File: src/rtl/lebenc_pkg.sv
`timescale 1ns / 1ps
`default_nettype none

package lebenc_pkg;

  // Widths of the stream fields and of the leftover register.
  localparam int unsigned ByteW    = 8;
  localparam int unsigned SeptW    = 7;
  localparam int unsigned PendW    = 6;
  localparam int unsigned CountW   = 3;
  localparam int unsigned AccW     = PendW + ByteW;

  // Largest leftover count; a septet needs one bit more.
  localparam logic [CountW-1:0] MaxPend = CountW'(PendW);

  // Continuation flag position inside an encoded byte.
  localparam int unsigned ContBit  = 7;

  // One encoded word on the result side.
  typedef struct packed {
    logic [ByteW-1:0] leb_byte;
    logic             last_of_run;
  } leb_res_t;

  // Words produced by one input word, handed to the output queue.
  typedef struct packed {
    logic     push;
    logic     two;
    leb_res_t r0;
    leb_res_t r1;
  } leb_push_t;

  // Mask with the lowest n bits set, n from 0 to PendW.
  function automatic logic [PendW-1:0] low_mask(input logic [CountW-1:0] n);
    logic [PendW-1:0] m;
    for (int i = 0; i < PendW; i++) begin
      m[i] = (CountW'(i) < n);
    end
    return m;
  endfunction

endpackage

`default_nettype wire

File: src/rtl/lebenc_core.sv
`timescale 1ns / 1ps
`default_nettype none

module lebenc_core
  import lebenc_pkg::*;
(
  input  wire logic             clk_i,
  input  wire logic             rst_ni,
  input  wire logic             fire_i,
  input  wire logic [ByteW-1:0] data_byte_i,
  input  wire logic             is_last_i,
  input  wire logic             signed_mode_i,
  output leb_push_t             push_o
);

  logic [PendW-1:0]  pend_bits_q, pend_bits_d;
  logic [CountW-1:0] pend_cnt_q, pend_cnt_d;
  logic [CountW-1:0] cnt;
  logic [AccW-1:0]   acc;
  logic [SeptW-1:0]  sept0;
  logic [SeptW-1:0]  rest;
  logic [CountW-1:0] rem;
  logic [SeptW-1:0]  keep;
  logic [SeptW-1:0]  fin;
  logic              sign_bit;

  // Join the leftover bits with the new byte and cut the septets.
  always_comb begin
    cnt      = (pend_cnt_q > MaxPend) ? MaxPend : pend_cnt_q;
    acc      = {ByteW'(0), pend_bits_q & low_mask(cnt)}
             | ({PendW'(0), data_byte_i} << cnt);
    sept0    = acc[SeptW-1:0];
    rest     = acc[AccW-1:SeptW];
    rem      = cnt + CountW'(1);
    keep     = {1'b0, low_mask(rem)};
    sign_bit = rest[cnt];
    fin      = (rest & keep) | ((signed_mode_i && sign_bit) ? ~keep : '0);

    push_o.push              = fire_i;
    push_o.r0.leb_byte       = {1'b1, sept0};
    push_o.r0.last_of_run    = 1'b0;
    push_o.two               = 1'b0;
    push_o.r1.leb_byte       = {1'b0, fin};
    push_o.r1.last_of_run    = 1'b1;
    pend_bits_d              = rest[PendW-1:0];
    pend_cnt_d               = rem;

    if (cnt == MaxPend) begin
      // Six bits pending: the byte completes two septets, nothing is left.
      push_o.two            = 1'b1;
      push_o.r1.leb_byte    = {!is_last_i, rest};
      push_o.r1.last_of_run = is_last_i;
      pend_bits_d           = '0;
      pend_cnt_d            = '0;
    end else if (is_last_i) begin
      // Flush the leftover bits as a padded final septet.
      push_o.two  = 1'b1;
      pend_bits_d = '0;
      pend_cnt_d  = '0;
    end
  end

  // Leftover register, updated on every accepted word.
  always_ff @(posedge clk_i or negedge rst_ni) begin
    if (!rst_ni) begin
      pend_bits_q <= '0;
      pend_cnt_q  <= '0;
    end else if (fire_i) begin
      pend_bits_q <= pend_bits_d;
      pend_cnt_q  <= pend_cnt_d;
    end
  end

endmodule

`default_nettype wire

File: src/rtl/lebenc_outq.sv
`timescale 1ns / 1ps
`default_nettype none

module lebenc_outq
  import lebenc_pkg::*;
(
  input  wire logic      clk_i,
  input  wire logic      rst_ni,
  input  wire leb_push_t push_i,
  output logic           ready_o,
  output leb_res_t       head_o,
  output logic           valid_o,
  input  wire logic      pop_i
);

  leb_res_t   slot0_q, slot0_d;
  leb_res_t   slot1_q, slot1_d;
  logic [1:0] cnt_q, cnt_d;
  logic       pop;

  assign pop     = pop_i && (cnt_q != 2'd0);
  assign valid_o = (cnt_q != 2'd0);
  assign head_o  = slot0_q;
  // A new word is taken once the queue drains this cycle.
  assign ready_o = (cnt_q == 2'd0) || ((cnt_q == 2'd1) && pop);

  // Next slot contents and fill count.
  always_comb begin
    slot0_d = slot0_q;
    slot1_d = slot1_q;
    cnt_d   = cnt_q;
    if (push_i.push) begin
      slot0_d = push_i.r0;
      slot1_d = push_i.r1;
      cnt_d   = push_i.two ? 2'd2 : 2'd1;
    end else if (pop) begin
      slot0_d = slot1_q;
      cnt_d   = cnt_q - 2'd1;
    end
  end

  // Fill count register.
  always_ff @(posedge clk_i or negedge rst_ni) begin
    if (!rst_ni) begin
      cnt_q <= '0;
    end else begin
      cnt_q <= cnt_d;
    end
  end

  // Payload slots.
  always_ff @(posedge clk_i) begin
    slot0_q <= slot0_d;
    slot1_q <= slot1_d;
  end

endmodule

`default_nettype wire

File: src/rtl/leb128_stream_encoder_unit.sv
// LEB128 stream encoder.
// The slave channel takes the bytes of a number, least significant byte
// first; tlast marks the most significant byte and tuser selects signed
// padding for the final septet. The master channel returns encoded bytes:
// a septet in bits 6..0 and the continuation flag in bit 7, with tlast on
// the final byte of the number. A number of n bytes gives ceil(8n/7) words.
// Each accepted word yields one or two result words, registered in a
// two-slot output queue; the first appears in the cycle after acceptance.
// A new input word is taken only when the queue is empty or its last
// result word is taken in that cycle, so the rate of input words is set by
// the single result word per cycle of the master channel.
// Reset empties the output queue and clears the leftover-bit register.
// When the receiver stalls, the queue holds its words and s_axis_tready_o
// stays low until the queue is about to drain.
`timescale 1ns / 1ps
`default_nettype none

module leb128_stream_encoder_unit
  import lebenc_pkg::*;
(
  input  wire logic             clk_i,
  input  wire logic             rst_ni,
  input  wire logic             s_axis_tvalid_i,
  output logic                  s_axis_tready_o,
  input  wire logic [ByteW-1:0] s_axis_tdata_i,   // [7:0] data_byte
  input  wire logic             s_axis_tlast_i,   // is_last
  input  wire logic             s_axis_tuser_i,   // [0] signed_mode
  output logic                  m_axis_tvalid_o,
  input  wire logic             m_axis_tready_i,
  output logic [ByteW-1:0]      m_axis_tdata_o,   // [7:0] leb_byte
  output logic                  m_axis_tlast_o    // last_of_run
);

  leb_push_t push;
  leb_res_t  head;
  logic      fire;

  assign fire = s_axis_tvalid_i && s_axis_tready_o;

  // Septet forming and leftover bits.
  lebenc_core u_core (
    .clk_i         (clk_i),
    .rst_ni        (rst_ni),
    .fire_i        (fire),
    .data_byte_i   (s_axis_tdata_i),
    .is_last_i     (s_axis_tlast_i),
    .signed_mode_i (s_axis_tuser_i),
    .push_o        (push)
  );

  // Result queue on the master side.
  lebenc_outq u_outq (
    .clk_i   (clk_i),
    .rst_ni  (rst_ni),
    .push_i  (push),
    .ready_o (s_axis_tready_o),
    .head_o  (head),
    .valid_o (m_axis_tvalid_o),
    .pop_i   (m_axis_tready_i)
  );

  assign m_axis_tdata_o = head.leb_byte;
  assign m_axis_tlast_o = head.last_of_run;

endmodule

`default_nettype wire
File: config.mk
export PLATFORM = sky130hd
export DESIGN_NAME = leb128_stream_encoder_unit
export DESIGN_NICKNAME = d
export VERILOG_FILES = /design/src/rtl/lebenc_pkg.sv /design/src/rtl/lebenc_core.sv /design/src/rtl/lebenc_outq.sv /design/src/rtl/leb128_stream_encoder_unit.sv
export SDC_FILE = /design/constraint.sdc
export NUM_CORES = 1
export LEC_CHECK = 0
export ABC_CLOCK_PERIOD_IN_PS = 2800
export BUFFER_PORTS_ARGS = -buffer_cell sky130_fd_sc_hd__clkbuf_2
export CAP_MARGIN = 20
export CORE_MARGIN = 2
export CORE_UTILIZATION = 30
export CTS_CLUSTER_DIAMETER = 120
export CTS_CLUSTER_SIZE = 28
export DETAILED_ROUTE_END_ITERATION = 6
export RECOVER_POWER = 25
export SETUP_SLACK_MARGIN = 0.02
export SYNTH_ARGS = -nofsm -noshare
export SYNTH_HDL_FRONTEND = slang
export SYNTH_SLANG_ARGS = --single-unit
File: constraint.sdc
create_clock -name clk_i -period 2.8 [get_ports clk_i]
set_clock_uncertainty 0.2 [all_clocks]
set_input_delay 0.14 -clock clk_i [delete_from_list [all_inputs] [get_ports clk_i]]
set_output_delay 0.14 -clock clk_i [all_outputs]
set_load 0.01 [all_outputs]
# Yosys cells after proc, flatten, opt, wreduce, memory -nomap -nowiden
# Index checks and enable logic that the tools add are counted.
dict set report op_classes {
  addsub 2
  n_lt_le_gt_ge 14
  eq_ne 2
  shift 1
  mux 16
  bitwise 5
  n_reduce_logical 9
}
# op n
set ops {}
lappend ops {{8-bit 2-to-1 mux} 3}
lappend ops {{6-bit by 14-bit bitwise OR with 14-bit output} 1}
lappend ops {{8-bit by 3-bit left shift with 14-bit output} 1}
lappend ops {{1-bit by 3-bit < comparator with 1-bit output, first input constant} 4}
lappend ops {{2-bit by 3-bit < comparator with 1-bit output, first input constant} 4}
lappend ops {{3-bit < comparator, first input constant} 4}
lappend ops {{6-bit 2-to-1 mux} 2}
lappend ops {{3-bit 2-to-1 mux} 3}
lappend ops {{7-bit by 6-bit bitwise AND with 7-bit output} 1}
lappend ops {{7-bit 2-to-1 mux} 1}
lappend ops {{6-bit inverter with 7-bit output} 1}
lappend ops {{7-bit bitwise OR} 1}
lappend ops {{6-bit bitwise AND} 1}
lappend ops {{2-bit 2-to-1 mux} 3}
lappend ops {{1-bit logical AND} 4}
lappend ops {{3-bit by 4-bit < comparator with 1-bit output, second input constant} 1}
lappend ops {{2-bit nonzero test} 2}
lappend ops {{3-bit by 1-bit adder with 3-bit output, second input constant} 1}
lappend ops {{1-bit binary-select mux with 3-bit select} 1}
lappend ops {{3-bit equality test, second input constant} 1}
lappend ops {{3-bit > comparator, second input constant} 1}
lappend ops {{1-bit 2-to-1 mux} 3}
lappend ops {{2-bit by 1-bit equality test with 1-bit output, second input constant} 1}
lappend ops {{2-bit zero test} 1}
lappend ops {{other kinds (3)} 3}
dict set report word_totals {
  reg_bits 29
  inputBits 14
  output_inout_bits 11
  wordCells 58
}

# Logic depth before layout (Yosys ltp)
dict set report depth {
  word_depth 11
  ltp_mapped 8
  depth_no_buf 7
}

# By module
# A second synthesis with hierarchy kept.
dict set report unflattened {
  cells_unflattened 166
  hier_area_um2 1796.7
}
# mod n_inst cells_each area_per_inst_um2
set by_module_without_submodules {}
lappend by_module_without_submodules {lebenc_core 1 119 959.7}
lappend by_module_without_submodules {lebenc_outq 1 46 830.8}
lappend by_module_without_submodules {leb128_stream_encoder_unit 1 1 6.3}

# Worst setup path before layout
# Ideal clock, no wire load.
dict set report synth_path {
  path_type {reg-to-reg}
  startpoint {reg u_outq.cnt_q[0]}
  endpoint {reg u_outq.slot0_q (netlist bit u_outq.head_o[1]) (enable)}
  setup_ns 0.268
  arrival_time_ns 1.756
  t_required_ns 2.332
  path_slack_ns 0.576
  stages_incl_launch_ff 7
  path_buffers 0
  path_cell_list {dfrtp_1 -> inv_1 -> ha_1 -> a21o_1 -> nand2_2 -> clkinv_1 -> or2_2}
}
dict set report synth_via {
  elab_chain_cells 6
  elab_cells_between_ends 8
  classes_between {eq/ne: 1; reduce/logical: 7}
}
# item line_no
set synth_rtl {}
lappend synth_rtl {{start, declared} lebenc_outq.sv:18} ;# logic [1:0] cnt_q, cnt_d;
lappend synth_rtl {{start signal, assigned} lebenc_outq.sv:47} ;# cnt_q <= cnt_d;
lappend synth_rtl {{2-bit nonzero test} lebenc_outq.sv:21} ;# assign pop = pop_i && (cnt_q != 2'd0);
lappend synth_rtl {{1-bit logical AND} lebenc_outq.sv:21}
lappend synth_rtl {{1-bit logical AND} lebenc_outq.sv:25} ;# assign ready_o = (cnt_q == 2'd0) || ((cnt_q == 2'd1) && pop);
lappend synth_rtl {{1-bit logical OR *} lebenc_outq.sv:25}
lappend synth_rtl {{named net s_axis_tready_o} leb128_stream_encoder_unit.sv:24} ;# output logic s_axis_tready_o,
lappend synth_rtl {{1-bit logical AND *} leb128_stream_encoder_unit.sv:38} ;# assign fire = s_axis_tvalid_i && s_axis_tready_o;
lappend synth_rtl {{named net fire} leb128_stream_encoder_unit.sv:36} ;# logic fire;
lappend synth_rtl {{2-bit nonzero test (no source line) *} n/a}
lappend synth_rtl {{end signal, assigned} lebenc_outq.sv:53} ;# slot0_q <= slot0_d;
lappend synth_rtl {{end, declared} lebenc_outq.sv:16} ;# leb_res_t slot0_q, slot0_d;
# Mark *: on every way through the listed nets, which the timed path passes. The rest lies on a longest branch.
# A chain may end at the register's enable or synchronous reset.

==> metrics.txt <==
worst slew pin tran 0.583 ns; CP max FO 11; Achievable Freq 0.433 GHz; worst setup margin 0.488 ns; WP data required 2.63 ns; RR Endpoint u_outq.slot1_q[1]; wire length per cell 15.0 um; Slew HR 61.2%; site row count 28; Crit. End Element flop; Compound-Gate Fraction of Synth Area 20.9%; Syn Nets 209; fin crit share 82.6%; R2R Setup Slk 0.49 ns; largest family of logic cells by synthesized area compound AO/OA/AOI/OAI gates; Critical R2R Launch u_core.pend_cnt_q[1]; CP Launch Type flop; Worst-path clk slew 0.06 ns; post-synth top area share 26.4%; initial cell density of the core 30.9%; CTS root buf clkbuf_8; Final Max Tran Viols 0; number of port buffers 24; CTS-repair resized insts 0; DP Area 2020 um2; CP Data Arrival Time 2.15 ns; Vias/cell 5.29; setup bufs post-CTS 0; non-filler cells, final 295; DRC 0; grt total ovfl 0; first-pass GRT wire length 7210 um; vias post-DR 1561; Most used DFF post-synth edfxtp_1; Area growth, synth to finish 16.9%; total die area 6700 um2; core outline area 5890 um2; DPL Wire Length 3320 um; initial antenna violation count 0; top post-synthesis cells by area edfxtp_1 (26%), dfrtp_1 (15%), mux2i_1 (5.5%); Netlist Area Pre-Place 1820 um2; Fin. Hold Viols 0; ys async rst share 37.9%; Worst Setup SP u_core.pend_cnt_q[1]; number of global-route vias before repair 1418; Placed Cells 285; Ports 25; routability cong. 0.916; simple-gate share of the synthesized area 14.6%; largest area contributor in the netlist edfxtp_1; critical path class flop to flop; initial drt markers 107; Clock Path Buffers 2; diode count 0; final setup TNS 0 ns; CTS Buf Count 5; clock latency on the worst-skew pair 0.28 ns; chip height 81.9 um; largest net degree at the start of global routing 35; Post-Synth Adder-Cell Area 2.06%; reg2reg path depth 5; synthesized flop and latch total 29; Peak VDD IR 0.281 mV; register area share after synthesis 43.7%; final setup violation count 0; Max-cap violations 0; Critical Path Sink u_outq.slot1_q[1]; post-synthesis xor/xnor area fraction 0.481%; layout cells sized above 1 20.5%; Clock Sinks 29; syn_area_per_cell 9.48 um2; Die Width 81.9 um; nets 236; Routed Antenna Nets 0; fillers 603; library cells used by synthesis 46; detailed-router iteration count before antenna repair 4; gr usage total 14.3%; CTS tree yes; PwrDens 1000 nW/um2; CTS H-tree lvls 2; final WL 4430 um; RSZ-0062 raised after global routing false; status complete, no violations; post-synthesis mux area share 12.5%; Syn Inst Count 192; crit path time final 2.31 ns; Final Cell Area 2130 um2; min-delay worst type input port to flop; Synthesis Warnings 0; number of synthesized flops with an enable pin 16; static leakage 0.886 nW; DP Worst Slack 0.520 ns
## routing by layer
| layer | GRT usage, % | routed length (um) | part of all wire (%) | vias up |
|---|---|---|---|---|
| met5 | 0 | 0 | 0 | - |
| met4 | 5.50 | 97 | 2.2 | 0 |
| met2 | 20.6 | 1860 | 42 | 65 |
| met1 | 21.0 | 2150 | 48 | 735 |
| li1 | - | - | - | 751 |
| met3 | 2.97 | 323 | 7.3 | 10 |
## cells in the final DEF (no fill, tap or decap), types with 3 or more instances in the layout
master,Yosys,routed
mux2_2,7,7
clkbuf_2,0,18
ha_1,3,3
clkbuf_8,0,6
nand2b_1,6,6
clkbuf_1,5,6
clkinv_1,3,4
a21oi_1,18,18
nor2_1,13,13
dfrtp_1,11,11
nor2b_1,4,4
mux2i_1,10,10
nand3_1,6,6
a211oi_1,3,3
o21ai_0,19,19
edfxtp_1,16,16
a21o_1,3,3
buf_4,1,8
inv_1,6,6
nand2_1,18,18
## through the flow
stage	hold WS (ns)	utilization, %	power (W)
detailed placement	-0.169	34.4	0.00179
CTS	0.0348	36.3	0.00214
finish	0.0494	36.1	0.00213
floorplan	-0.356	-	0.00149
global route	0.0799	36.1	0.00230
global placement	-0.170	34.4	0.00178
## critical path: stages, from the launching register on
cell and delay (ns):
dfrtp_1 0.49, a21boi_0 0.30, ha_1 0.34, or2b_1 0.27, nor2_1 0.12, mux2_2 0.34
## what timing repair did
action                                  in CTS  in global routing
hold endpoints to repair                    12                  0
endpoints found under the setup margin       0                  0
hold buffers                                 2                  0
## Yosys cell counts (2+ instances only)
library cell,n
nor2b_1,4
ha_1,3
or2_2,2
buf_1,2
a21boi_0,2
nand3_1,6
o211a_1,2
nand2_1,18
a21oi_1,18
dfrtp_1,11
o21ai_0,19
a21o_1,3
inv_1,6
a22o_1,2
buf_2,5
nand2b_1,6
o22ai_1,2
clkinv_1,3
edfxtp_1,16
and2_1,2
mux2i_1,10
nor2_1,13
mux2_2,7
dfxtp_1,2
clkbuf_1,5
a211oi_1,3
## final cells by class
| type | instances | area, um2 | share of cell area (%) |
|---|---|---|---|
| timing repair buffer | 34 | 193 | 9.06 |
| tap | 75 | 93.8 | 4.41 |
| sequential | 29 | 796 | 37.4 |
| multi-input combinational | 140 | 920 | 43.2 |
| clock buffer | 6 | 82.6 | 3.88 |
| inverter | 9 | 33.8 | 1.59 |
| clock inverter | 2 | 8.76 | 0.412 |
## worst min-delay path by stage
stage	start	end	slack [ns]	cells after the start
6_report	s_axis_tvalid_i	u_core.pend_cnt_q[1]	0.05	4
5_1_grt	s_axis_tvalid_i	u_core.pend_cnt_q[1]	0.08	4
4_1_cts	s_axis_tvalid_i	u_core.pend_cnt_q[1]	0.03	4
3_5_place_dp	rst_ni	u_core.pend_cnt_q[0]	-0.17	1
3_3_place_gp	rst_ni	u_core.pend_cnt_q[0]	-0.17	1
2_1_floorplan	rst_ni	u_core.pend_bits_q[0]	-0.36	0
## cells by family after synthesis
group           count (synthesis)
flops                          29
fa+ha+maj                       3
xor+xnor                        1
simple gates                   56
buf+inv                        23
mux                            19
compound gates                 61
## state kept, by name (all words and copies together), names as in the netlist
| signal | count |
|---|---|
| u_outq.head_o | 9 |
| u_outq.slot1_q | 9 |
| u_core.pend_bits_q | 6 |
| u_core.pend_cnt_q | 3 |
| u_outq.cnt_q | 2 |
## where the power goes
group	internal [W]	switching [W]	leakage (nW)
registers	0.000644	0.0000772	0.314
clock network	0.000194	0.000157	0.0486
logic	0.000426	0.000637	0.523
Power figures use the tool's default switching activity.
